File: config.mk
export PLATFORM = sky130hd
export DESIGN_NAME = sha256_stream_hasher
export DESIGN_NICKNAME = d
export VERILOG_FILES = /design/src/hw/rtl/sha_pkg.sv /design/src/hw/rtl/sha_core.sv /design/src/hw/rtl/sha256_stream_hasher.sv
export SDC_FILE = /design/constraint.sdc
export NUM_CORES = 2
export LEC_CHECK = 0
export ABC_AREA = 1
export BUFFER_PORTS_ARGS = -buffer_cell sky130_fd_sc_hd__buf_2
export CORE_ASPECT_RATIO = 0.7
export CORE_MARGIN = 3
export CORE_UTILIZATION = 30
export DETAILED_ROUTE_END_ITERATION = 6
export PLACE_DENSITY = 0.5
export SETUP_SLACK_MARGIN = 0.3
export SKIP_CTS_REPAIR_TIMING = 1
export SLEW_MARGIN = 20
export SYNTH_ARGS = -nofsm -noshare
export SYNTH_HDL_FRONTEND = slang
export SYNTH_SLANG_ARGS = --single-unit
File: constraint.sdc
create_clock -name i_clk -period 48.6 [get_ports i_clk]
set_clock_uncertainty 0.05 [all_clocks]
set_input_delay 4.86 -clock i_clk [delete_from_list [all_inputs] [get_ports i_clk]]
set_output_delay 4.86 -clock i_clk [all_outputs]
set_load 0.02 [all_outputs]
File: src/hw/rtl/sha_pkg.sv
`default_nettype none

package sha_pkg;

    localparam int ROUND_CNT = 64;
    localparam int WORD_CNT  = 8;
    localparam int BLOCK_BYTES = 64;
    localparam int LEN_START = 56;

    localparam logic       FUNC_ABSORB = 1'b0;
    localparam logic       FUNC_FINISH = 1'b1;
    localparam logic [7:0] PAD_BYTE    = 8'h80;

    typedef logic [WORD_CNT-1:0][31:0] t_words;

    typedef struct packed {
        logic start;
        logic init;
    } t_core_ctl;

    typedef struct packed {
        logic busy;
        logic done;
    } t_core_sts;

    function automatic logic [31:0] sha_iv(input logic [2:0] idx);
        logic [31:0] v;
        case (idx)
            3'd0: v = 32'h6a09e667;
            3'd1: v = 32'hbb67ae85;
            3'd2: v = 32'h3c6ef372;
            3'd3: v = 32'ha54ff53a;
            3'd4: v = 32'h510e527f;
            3'd5: v = 32'h9b05688c;
            3'd6: v = 32'h1f83d9ab;
            default: v = 32'h5be0cd19;
        endcase
        return v;
    endfunction

    function automatic logic [31:0] sha_k(input logic [5:0] idx);
        logic [31:0] v;
        case (idx)
            6'd0:  v = 32'h428a2f98; 6'd1:  v = 32'h71374491;
            6'd2:  v = 32'hb5c0fbcf; 6'd3:  v = 32'he9b5dba5;
            6'd4:  v = 32'h3956c25b; 6'd5:  v = 32'h59f111f1;
            6'd6:  v = 32'h923f82a4; 6'd7:  v = 32'hab1c5ed5;
            6'd8:  v = 32'hd807aa98; 6'd9:  v = 32'h12835b01;
            6'd10: v = 32'h243185be; 6'd11: v = 32'h550c7dc3;
            6'd12: v = 32'h72be5d74; 6'd13: v = 32'h80deb1fe;
            6'd14: v = 32'h9bdc06a7; 6'd15: v = 32'hc19bf174;
            6'd16: v = 32'he49b69c1; 6'd17: v = 32'hefbe4786;
            6'd18: v = 32'h0fc19dc6; 6'd19: v = 32'h240ca1cc;
            6'd20: v = 32'h2de92c6f; 6'd21: v = 32'h4a7484aa;
            6'd22: v = 32'h5cb0a9dc; 6'd23: v = 32'h76f988da;
            6'd24: v = 32'h983e5152; 6'd25: v = 32'ha831c66d;
            6'd26: v = 32'hb00327c8; 6'd27: v = 32'hbf597fc7;
            6'd28: v = 32'hc6e00bf3; 6'd29: v = 32'hd5a79147;
            6'd30: v = 32'h06ca6351; 6'd31: v = 32'h14292967;
            6'd32: v = 32'h27b70a85; 6'd33: v = 32'h2e1b2138;
            6'd34: v = 32'h4d2c6dfc; 6'd35: v = 32'h53380d13;
            6'd36: v = 32'h650a7354; 6'd37: v = 32'h766a0abb;
            6'd38: v = 32'h81c2c92e; 6'd39: v = 32'h92722c85;
            6'd40: v = 32'ha2bfe8a1; 6'd41: v = 32'ha81a664b;
            6'd42: v = 32'hc24b8b70; 6'd43: v = 32'hc76c51a3;
            6'd44: v = 32'hd192e819; 6'd45: v = 32'hd6990624;
            6'd46: v = 32'hf40e3585; 6'd47: v = 32'h106aa070;
            6'd48: v = 32'h19a4c116; 6'd49: v = 32'h1e376c08;
            6'd50: v = 32'h2748774c; 6'd51: v = 32'h34b0bcb5;
            6'd52: v = 32'h391c0cb3; 6'd53: v = 32'h4ed8aa4a;
            6'd54: v = 32'h5b9cca4f; 6'd55: v = 32'h682e6ff3;
            6'd56: v = 32'h748f82ee; 6'd57: v = 32'h78a5636f;
            6'd58: v = 32'h84c87814; 6'd59: v = 32'h8cc70208;
            6'd60: v = 32'h90befffa; 6'd61: v = 32'ha4506ceb;
            6'd62: v = 32'hbef9a3f7;
            default: v = 32'hc67178f2;
        endcase
        return v;
    endfunction

endpackage

`default_nettype wire

File: src/hw/rtl/sha_core.sv
`default_nettype none

module sha_core (
    input  wire logic               i_clk,
    input  wire logic               i_rst_n,
    input  wire sha_pkg::t_core_ctl i_ctl,
    input  wire logic [511:0]       i_block,
    output sha_pkg::t_core_sts      o_sts,
    output sha_pkg::t_words         o_hash
);
    import sha_pkg::*;

    function automatic logic [31:0] rotr(input logic [31:0] x, input int n);
        return (x >> n) | (x << (32 - n));
    endfunction

    t_words           r_h;
    t_words           r_v;
    logic [15:0][31:0] r_w;
    logic [6:0]       r_rnd;
    logic             r_busy;
    logic             r_done;

    logic [31:0] t1, t2, s0, s1, w_new;

    always_comb begin
        t1 = r_v[7] + (rotr(r_v[4], 6) ^ rotr(r_v[4], 11) ^ rotr(r_v[4], 25))
           + ((r_v[4] & r_v[5]) ^ (~r_v[4] & r_v[6])) + sha_k(r_rnd[5:0]) + r_w[0];
        t2 = (rotr(r_v[0], 2) ^ rotr(r_v[0], 13) ^ rotr(r_v[0], 22))
           + ((r_v[0] & r_v[1]) ^ (r_v[0] & r_v[2]) ^ (r_v[1] & r_v[2]));
        s0 = rotr(r_w[1], 7) ^ rotr(r_w[1], 18) ^ (r_w[1] >> 3);
        s1 = rotr(r_w[14], 17) ^ rotr(r_w[14], 19) ^ (r_w[14] >> 10);
        w_new = r_w[0] + s0 + r_w[9] + s1;
    end

    // Control state and the chaining words, which restart at the initial hash.
    always_ff @(posedge i_clk) begin
        if (!i_rst_n) begin
            r_busy <= 1'b0;
            r_done <= 1'b0;
            r_rnd  <= '0;
            for (int i = 0; i < WORD_CNT; i++) r_h[i] <= sha_iv(3'(i));
        end else begin
            r_done <= 1'b0;
            if (i_ctl.init) begin
                for (int i = 0; i < WORD_CNT; i++) r_h[i] <= sha_iv(3'(i));
            end else if (i_ctl.start) begin
                r_busy <= 1'b1;
                r_rnd  <= '0;
            end else if (r_busy) begin
                if (r_rnd == 7'(ROUND_CNT)) begin
                    for (int i = 0; i < WORD_CNT; i++) r_h[i] <= r_h[i] + r_v[i];
                    r_busy <= 1'b0;
                    r_done <= 1'b1;
                end else begin
                    r_rnd <= r_rnd + 7'd1;
                end
            end
        end
    end

    // Working variables and the sixteen-word schedule window.
    always_ff @(posedge i_clk) begin
        if (i_ctl.start) begin
            r_v <= r_h;
            for (int j = 0; j < 16; j++) r_w[j] <= i_block[511-32*j -: 32];
        end else if (r_busy && r_rnd != 7'(ROUND_CNT)) begin
            r_v[7] <= r_v[6];
            r_v[6] <= r_v[5];
            r_v[5] <= r_v[4];
            r_v[4] <= r_v[3] + t1;
            r_v[3] <= r_v[2];
            r_v[2] <= r_v[1];
            r_v[1] <= r_v[0];
            r_v[0] <= t1 + t2;
            for (int j = 0; j < 15; j++) r_w[j] <= r_w[j+1];
            r_w[15] <= w_new;
        end
    end

    assign o_sts.busy = r_busy;
    assign o_sts.done = r_done;
    assign o_hash     = r_h;

endmodule

`default_nettype wire

File: src/hw/rtl/sha256_stream_hasher.sv
`default_nettype none

// Streaming SHA-256 hasher. Each input beat either absorbs one message byte
// (i_func = 0) or finishes the message (i_func = 1), after which eight output
// beats carry the digest words, word 0 first, and the hasher is ready for a new
// message. An absorbed byte goes into the block buffer, except that every 64th
// byte also runs the compression unit, one round per cycle, in these steps:
// start, 64 rounds, chaining add, hand back. A finish shifts in the padding
// and length one byte per cycle outside the compressions (9 to 72 bytes, up to
// two compressions) before the eight digest beats. The ready output is low
// while any of this is in progress.
module sha256_stream_hasher (
    input  wire logic        i_clk,
    input  wire logic        i_rst_n,
    input  wire logic        i_valid,
    output logic             o_ready,
    input  wire logic        i_func,
    input  wire logic [7:0]  i_data_byte,
    output logic             o_valid,
    input  wire logic        i_ready,
    output logic [31:0]      o_digest_word,
    output logic [2:0]       o_word_index,
    output logic             o_last_word
);
    import sha_pkg::*;

    localparam logic [1:0] S_IDLE = 2'd0;
    localparam logic [1:0] S_WAIT = 2'd1;
    localparam logic [1:0] S_PAD  = 2'd2;
    localparam logic [1:0] S_OUT  = 2'd3;

    logic [1:0]   r_state;
    logic [5:0]   r_fill;
    logic [63:0]  r_bits;
    logic [63:0]  r_len;
    logic [511:0] r_blk;
    logic         r_pad;
    logic         r_lenmode;
    logic         r_first;
    logic         r_kick;
    logic [2:0]   r_idx;

    logic [5:0]   n_fill;
    logic         in_acc;
    logic         out_acc;
    logic         shift_en;
    logic [7:0]   shift_byte;
    t_core_ctl    core_ctl;
    t_core_sts    core_sts;
    t_words       hash;

    assign o_ready = (r_state == S_IDLE);
    assign o_valid = (r_state == S_OUT);
    assign in_acc  = i_valid && o_ready;
    assign out_acc = o_valid && i_ready;
    assign n_fill  = r_fill + 6'd1;

    assign shift_en = (in_acc && i_func == FUNC_ABSORB) || (r_state == S_PAD);

    always_comb begin
        if (r_state != S_PAD) begin
            shift_byte = i_data_byte;
        end else if (r_first) begin
            shift_byte = PAD_BYTE;
        end else if (r_lenmode) begin
            shift_byte = r_len[63:56];
        end else begin
            shift_byte = 8'h00;
        end
    end

    assign core_ctl.start = r_kick;
    assign core_ctl.init  = out_acc && (r_idx == 3'(WORD_CNT - 1));

    sha_core u_core (
        .i_clk   (i_clk),
        .i_rst_n (i_rst_n),
        .i_ctl   (core_ctl),
        .i_block (r_blk),
        .o_sts   (core_sts),
        .o_hash  (hash)
    );

    always_ff @(posedge i_clk) begin
        if (!i_rst_n) begin
            r_state   <= S_IDLE;
            r_fill    <= '0;
            r_bits    <= '0;
            r_pad     <= 1'b0;
            r_lenmode <= 1'b0;
            r_first   <= 1'b0;
            r_kick    <= 1'b0;
            r_idx     <= '0;
        end else begin
            r_kick <= 1'b0;
            case (r_state)
                S_IDLE: begin
                    if (in_acc) begin
                        if (i_func == FUNC_ABSORB) begin
                            r_fill <= n_fill;
                            r_bits <= r_bits + 64'd8;
                            if (n_fill == '0) begin
                                r_state <= S_WAIT;
                                r_kick  <= 1'b1;
                            end
                        end else begin
                            r_bits    <= '0;
                            r_pad     <= 1'b1;
                            r_first   <= 1'b1;
                            r_lenmode <= 1'b0;
                            r_state   <= S_PAD;
                        end
                    end
                end
                S_PAD: begin
                    r_first <= 1'b0;
                    r_fill  <= n_fill;
                    if (n_fill == '0) begin
                        r_state <= S_WAIT;
                        r_kick  <= 1'b1;
                    end else if (!r_lenmode && n_fill == 6'(LEN_START)) begin
                        // The last eight bytes of the block carry the length.
                        r_lenmode <= 1'b1;
                    end
                end
                S_WAIT: begin
                    if (core_sts.done && !r_kick) begin
                        if (!r_pad) begin
                            r_state <= S_IDLE;
                        end else if (r_lenmode) begin
                            r_state <= S_OUT;
                            r_idx   <= '0;
                        end else begin
                            r_state <= S_PAD;
                        end
                    end
                end
                S_OUT: begin
                    if (out_acc) begin
                        r_idx <= r_idx + 3'd1;
                        if (r_idx == 3'(WORD_CNT - 1)) begin
                            r_state   <= S_IDLE;
                            r_pad     <= 1'b0;
                            r_lenmode <= 1'b0;
                        end
                    end
                end
                default: begin
                    r_state <= S_IDLE;
                end
            endcase
        end
    end

    // Block buffer as a byte shift line: the first byte of a block ends up on top.
    always_ff @(posedge i_clk) begin
        if (shift_en) begin
            r_blk <= {r_blk[503:0], shift_byte};
        end
        if (in_acc && i_func == FUNC_FINISH) begin
            r_len <= r_bits;
        end else if (r_state == S_PAD && r_lenmode) begin
            r_len <= {r_len[55:0], 8'h00};
        end
    end

    assign o_digest_word = hash[r_idx];
    assign o_word_index  = r_idx;
    assign o_last_word   = (r_idx == 3'(WORD_CNT - 1));

    a_done_only_waiting: assert property (@(posedge i_clk) disable iff (!i_rst_n)
        core_sts.done |-> r_state == S_WAIT)
        else $error("compression finished outside the wait state");

    a_no_input_during_output: assert property (@(posedge i_clk) disable iff (!i_rst_n)
        !(o_ready && o_valid))
        else $error("input and output sides open at once");

    a_digest_on_block_edge: assert property (@(posedge i_clk) disable iff (!i_rst_n)
        r_state == S_OUT |-> r_fill == '0)
        else $error("digest beats with a partly filled block");

    a_kick_starts_core: assert property (@(posedge i_clk) disable iff (!i_rst_n)
        r_kick |=> core_sts.busy)
        else $error("compression start did not take");

endmodule

`default_nettype wire
# After elaboration in Yosys (flattened, before gate mapping)
# Memory sizes are Yosys's and may differ from the RTL's. A register that Yosys moved wholly into a read port is not among the register bits.
# Cells that the tools add are included.
dict set report word_totals {
  register_bits 1688
  latchBits 0
  mem_bits_rw 0
  romBits 2048
  input_bits 13
  word_cells 205
  memories 1
}
dict set report classes {
  n_addsub 22
  mul 0
  n_div 0
  magnitude_cmp 1
  n_eq_ne 19
  n_shift 0
  mux 53
  bitwise_logic 32
  n_reduce_logical 32
}
# memory depth word_bits read_ports rd_ports_with_merged_regs wr line_no
set memory_table {}
lappend memory_table {{(no name shown)} 64 32 1 1 0 sha_pkg.sv:43} ;# case (idx)
# op n
set op_table {}
lappend op_table {{$mux W512} 2}
lappend op_table {{$add A32 B32 Y32} 18}
lappend op_table {{$mux W256} 2}
lappend op_table {{$xor A32 B32 Y32} 9}
lappend op_table {{$mux W64} 3}
lappend op_table {{$and A32 B32 Y32} 5}
lappend op_table {{$bmux W32 S3} 1}
lappend op_table {{$add A64 B4 Y64 const B} 1}
lappend op_table {{$mux W32} 1}
lappend op_table {{$not A32 Y32} 1}
lappend op_table {{$or A10 B32 Y32} 1}
lappend op_table {{$or A13 B32 Y32} 1}
lappend op_table {{$or A14 B32 Y32} 1}
lappend op_table {{$or A15 B32 Y32} 1}
lappend op_table {{$or A19 B32 Y32} 1}
lappend op_table {{$or A21 B32 Y32} 1}
lappend op_table {{$or A25 B32 Y32} 1}
lappend op_table {{$or A26 B32 Y32} 1}
lappend op_table {{$or A30 B32 Y32} 1}
lappend op_table {{$or A7 B32 Y32} 1}
lappend op_table {{$xor A32 B22 Y32} 1}
lappend op_table {{$xor A32 B29 Y32} 1}
lappend op_table {{$mux W6} 4}
lappend op_table {{$mux W8} 3}
lappend op_table {{36 further kinds} 97}

# Logic depth before layout (Yosys ltp)
dict set report depth {
  ltp_word 10
  mapped_depth 36
  mapped_depth_nobuf 36
}

# Modules after synthesis
# Synthesis repeated with hierarchy kept, for this count alone.
dict set report unflattened {
  hier_cells 12022
  hier_area_um2 100356.2
}
# mod n_inst cells_each area_per_inst_um2
set modules_own_cells {}
lappend modules_own_cells {sha_core 1 10119 75837.7}
lappend modules_own_cells {sha256_stream_hasher 1 1903 24518.5}

# Least setup slack after synthesis
# OpenSTA, ideal clock, no wires.
dict set report synth_path {
  path_type {register to register}
  start {reg u_core.r_rnd[0]}
  end {reg u_core.r_v[0] (netlist name), enable pin}
  setup_ps 1939
  arrival_time_ps 32863
  required_ps 46611
  path_slack_ps 13748
  path_stages_with_launch 6
  synth_period_minus_slack_ps 34852
  cell_sequence {dfxtp_1 inv_1 ha_1 nand3_1 nor2_1 nor2_1}
}
dict set report synth_between {
  elab_chain_len 3
}
# element line_no
set synth_rtl {}
lappend synth_rtl {{start: declaration} sha_core.sv:20} ;# logic [6:0] r_rnd;
lappend synth_rtl {{start signal: assignment} sha_core.sv:56} ;# r_rnd <= r_rnd + 7'd1;
lappend synth_rtl {{$ne A7 B7 Y1} sha_core.sv:67} ;# end else if (r_busy && r_rnd != 7'(ROUND_CNT)) begin
lappend synth_rtl {{$logic_and A1 B1 Y1} sha_core.sv:67}
lappend synth_rtl {{$reduce_bool A2 Y1 (no source line)} n/a}
lappend synth_rtl {{end signal: assignment} sha_core.sv:65} ;# r_v <= r_h;
lappend synth_rtl {{end: declaration} sha_core.sv:18} ;# t_words r_v;
# Every way passes these cells.
# A chain may end at the register's enable or synchronous reset.

# Worst setup path after layout
dict set report layout_path {
  start {reg r_idx[0], in the netlist o_word_index[0]}
  end {out o_digest_word[7]}
}
dict set report layout_between {
  elab_chain_len 2
}
# element line_no
set layout_rtl {}
lappend layout_rtl {{start: declaration} sha256_stream_hasher.sv:41} ;# logic [2:0] r_idx;
lappend layout_rtl {{start signal: assignment} sha256_stream_hasher.sv:140} ;# r_idx <= r_idx + 3'd1;
lappend layout_rtl {{$bmux W32 S3} sha256_stream_hasher.sv:167} ;# assign o_digest_word = hash[r_idx];
lappend layout_rtl {{$mux W32 (not written as such)} sha256_stream_hasher.sv:167}
lappend layout_rtl {{end: declaration} sha256_stream_hasher.sv:21} ;# output logic [31:0] o_digest_word,
# Every way passes these cells. The select of a mux whose other input is x is not followed.

==> impl_metrics.py <==
metrics = {
    "yosys": {
        "synth_nets": 12351,
        "avgSynthCellArea_sq_um": 8.458,
        "yosys.cell_types.count": 55,
        "syn_area_sq_mm": 0.09936,
        "yosysSeqAreaShare": 0.4804,
        "synthFlopType": "edfxtp_1",
        "yosys_warnings": 0,
        "ys_ff_latch": 1714,
        "synthArstFlopShare": 0,
        "synth_edf_count": 1341,
        "syn_inst": 11748,
    },
    "worst_setup_path": {
        "reg2reg_from": "u_core.r_v[142]",
        "slowest_delay_ns": 0.82,
        "cp_max_fo": 76,
        "r2r-end": "u_core.r_v[23]",
        "path_class": "register to primary output",
        "crit_slowest_cell": "a221oi_1",
        "crit_path_cell_trace": "inv_4 > buf_4 > o21ai_0 > a221oi_1 > a31oi_1 > buf_2",
        "r2r_cells": 28,
        "worstSetupEndpointType": "primary output",
        "cp.required_ns": 43.69,
        "critPathLaunchType": "register",
        "cp.arrival_ns": 4.35,
        "r2r_setup_slack_ns": 40.77,
    },
    "placed_design": {
        "placed_cell_area_sq_mm": 0.1041,
        "dp_hpwl_um": 311200,
        "gp_congestion": 1.045,
        "portBuffers": 50,
        "place_inst": 15814,
    },
    "clock_network": {
        "clockBufferDepth": 4,
        "clk_pin_slew_ns": 0.06,
        "cts_tree": "built",
        "clk_latency_ns": 0.89,
        "cts_root_buffer": "clkbuf_16",
        "cts_made_buffers": 193,
        "cts_htree_levels": 4,
        "cts_num_sinks": 1714,
    },
    "global_routing": {
        "antenna_found_initial": 19,
        "track_usage": 0.2339,
        "grt_pass1_vias": 75932,
        "grt_overflow_total": 0,
        "grt_pass1_wl_um": 574400,
        "grt_max_degree": 186,
    },
    "status": {
        "failed_checks": "DRC",
        "status": "finished, violations left",
    },
    "power_and_ir_drop": {
        "p_leak_nw": 45.31,
        "irDropWorstVdd_v": 0.00002768,
        "seq_power_share": 0.377,
        "intPower_w": 0.002984,
        "power_switching_w": 0.001718,
        "p_clk_frac": 0.317,
        "switching_share": 0.3654,
        "p_per_area_mw_per_mm2": 42.62,
        "pwr-share-comb": 0.306,
    },
    "flow_run": {
        "maxCapViolations": 0,
    },
    "drt": {
        "drcViolationCount": 1,
        "postRouteAntennaNets": 0,
        "routedWlPerCell_um": 25.26,
        "wl_met3_um": 53920,
        "routed_wl_um": 408200,
        "drt-initial-drc-count": 11230,
        "highest_layer": "met5",
        "via_per_inst": 5.196,
        "first_pass_iters": 7,
        "routed-wl-met2_um": 140500,
        "wl_met1_um": 205600,
        "vias": 83958,
    },
    "sta": {
        "fmax_mhz": 107.9,
        "relSlewSlack": 0.07597,
        "tightest_slew_ns": 1.372,
        "period_share": 0.1906,
        "setup_viol": 0,
        "min_period_ns": 9.265,
        "fin_tns_setup_ns": 0,
        "hold_viol": 0,
        "rsz0062_at_grt": "no",
        "slew_viol_final": 0,
        "timing.hold.ws_ns": 0.3824,
    },
    "hold_path": {
        "hold_path_end": "r_blk[500]",
        "hold_class": "register to register",
        "hp-start": "r_blk[492]",
        "hold_depth": 0,
    },
    "floorplan": {
        "chipWidth_um": 693.9,
        "die_area_sq_mm": 0.3383,
        "initial_utilization": 0.3020,
        "coreArea_sq_mm": 0.3290,
        "fp.dieH_um": 487.5,
        "rows": 176,
        "ioPinCount": 51,
    },
    "finish": {
        "stdcell_area_sq_mm": 0.1103,
        "layout.cells.non_filler": 16159,
        "layout_commonest_cell": "nand2_1",
        "layout.nets": 12251,
        "drive_gt1_frac": 0.04450,
        "final_cell_mix": "3,544 x nand2_1, 1,341 x edfxtp_1, 1,285 x inv_1",
        "syn_to_final_growth_pct": 11.03,
    },
}
## metal layers
layer | up-vias | global-route usage
li1 | 38928 | -
met3 | 405 | 0.08015
met4 | 8 | 0.04474
met1 | 40513 | 0.3878
met5 | - | 0
met2 | 4104 | 0.2767
## flip-flops by register name (all words and copies together), names as in the netlist, 2 cells and up, named ones only
signal and flops:
r_state 2, u_core.o_hash 256, o_word_index 3, u_core.r_w 512, r_blk 512, u_core.r_v 256, r_bits 61, r_fill 6
u_core.r_rnd 7, r_len 61
## power groups by stage
stage | clock [W] | combinational [W] | sequential, W
2_1_floorplan | 0 | 0.000856 | 0.00183
5_1_grt | 0.00158 | 0.00154 | 0.00178
6_report | 0.00149 | 0.00144 | 0.00177
4_1_cts | 0.00152 | 0.00138 | 0.00177
3_3_place_gp | 0 | 0.00139 | 0.00180
3_5_place_dp | 0 | 0.00137 | 0.00180
## cell usage after synthesis (4+ instances only)
cell type / instances / area [sq um]
a211oi_1: 12 / 90.09
buf_2: 29 / 145.1
nand3b_1: 34 / 255.2
nor3_1: 115 / 575.6
buf_1: 29 / 108.9
dfxtp_1: 373 / 7467
clkbuf_1: 356 / 1336
xnor2_1: 195 / 1708
nor4_1: 27 / 168.9
o22ai_1: 9 / 56.30
nor3_2: 4 / 40.04
inv_2: 7 / 26.28
o221ai_1: 16 / 140.1
nor2_1: 668 / 2507
maj3_1: 5 / 50.05
buf_4: 6 / 45.04
o21ai_1: 16 / 80.08
a31oi_1: 68 / 425.4
o21a_1: 52 / 390.4
o21ai_0: 912 / 4564
fa_1: 195 / 3904
a21oi_1: 843 / 4219
and3_1: 5 / 31.28
edfxtp_1: 1341 / 40270
o31ai_1: 6 / 45.04
nand3_2: 5 / 50.05
clkinv_1: 5 / 18.77
a31o_2: 11 / 96.34
nand2_2: 8 / 50.05
nand2_1: 3547 / 13310
xor2_1: 214 / 1874
nand3_1: 563 / 2818
buf_6: 5 / 56.30
nor3b_1: 4 / 30.03
a221oi_1: 5 / 43.79
or2_2: 53 / 331.6
o21bai_1: 35 / 262.8
inv_1: 1290 / 4842
a21o_1: 46 / 345.3
o211ai_1: 54 / 405.4
ha_1: 395 / 4942
nand4_1: 133 / 832.1
a21boi_0: 28 / 210.2
nor2_2: 8 / 50.05
## layout make-up
type                       count  area (sq um)
tap                         4361          5456
clock inverter                88         843.3
multi-input combinational   8307         45090
timing repair buffer         130         925.9
fill                       34742        218700
inverter                    1302          4911
antenna                        1         2.502
clock buffer                 256          5344
sequential                  1714         47750
## worst max-delay path by stage
stage	slack, ns	startpoint	endpoint	cells past startpoint
floorplan	13.75	u_core.r_rnd[0]	u_core.r_v[0]	5
global placement	40.28	o_word_index[0]	o_digest_word[7]	6
detailed placement	40.29	o_word_index[0]	o_digest_word[7]	6
CTS	39.35	o_word_index[0]	o_digest_word[7]	6
global route	39.26	o_word_index[0]	o_digest_word[7]	6
finish	39.34	o_word_index[0]	o_digest_word[7]	6
## stage by stage
step / util / worst slack, ns / total power [W]
after floorplan: - / 13.75 / 0.002684
after global placement: 0.3165 / 40.28 / 0.003191
after detailed placement: 0.3165 / 40.29 / 0.003168
after CTS: 0.3353 / 39.35 / 0.004673
after global routing: 0.3353 / 39.26 / 0.004898
final: 0.3353 / 39.34 / 0.004702
## critical path, delay by kind of cell (launching register included)
family	cells	cell delay [ns]
buffers and inverters	3	1.48
AOI/OAI and AO/OA	3	1.42
DFF	1	0.45
## kinds of logic after synthesis
family          after synthesis  share of synthesized area
xor+xnor                    409                    0.03605
flops                      1714                     0.4804
simple gates               5184                     0.2128
fa+ha+maj                   595                    0.08953
compound gates             2119                     0.1150
buf+inv                    1727                    0.06621
No activity file was read; power rests on OpenSTA's default activity.
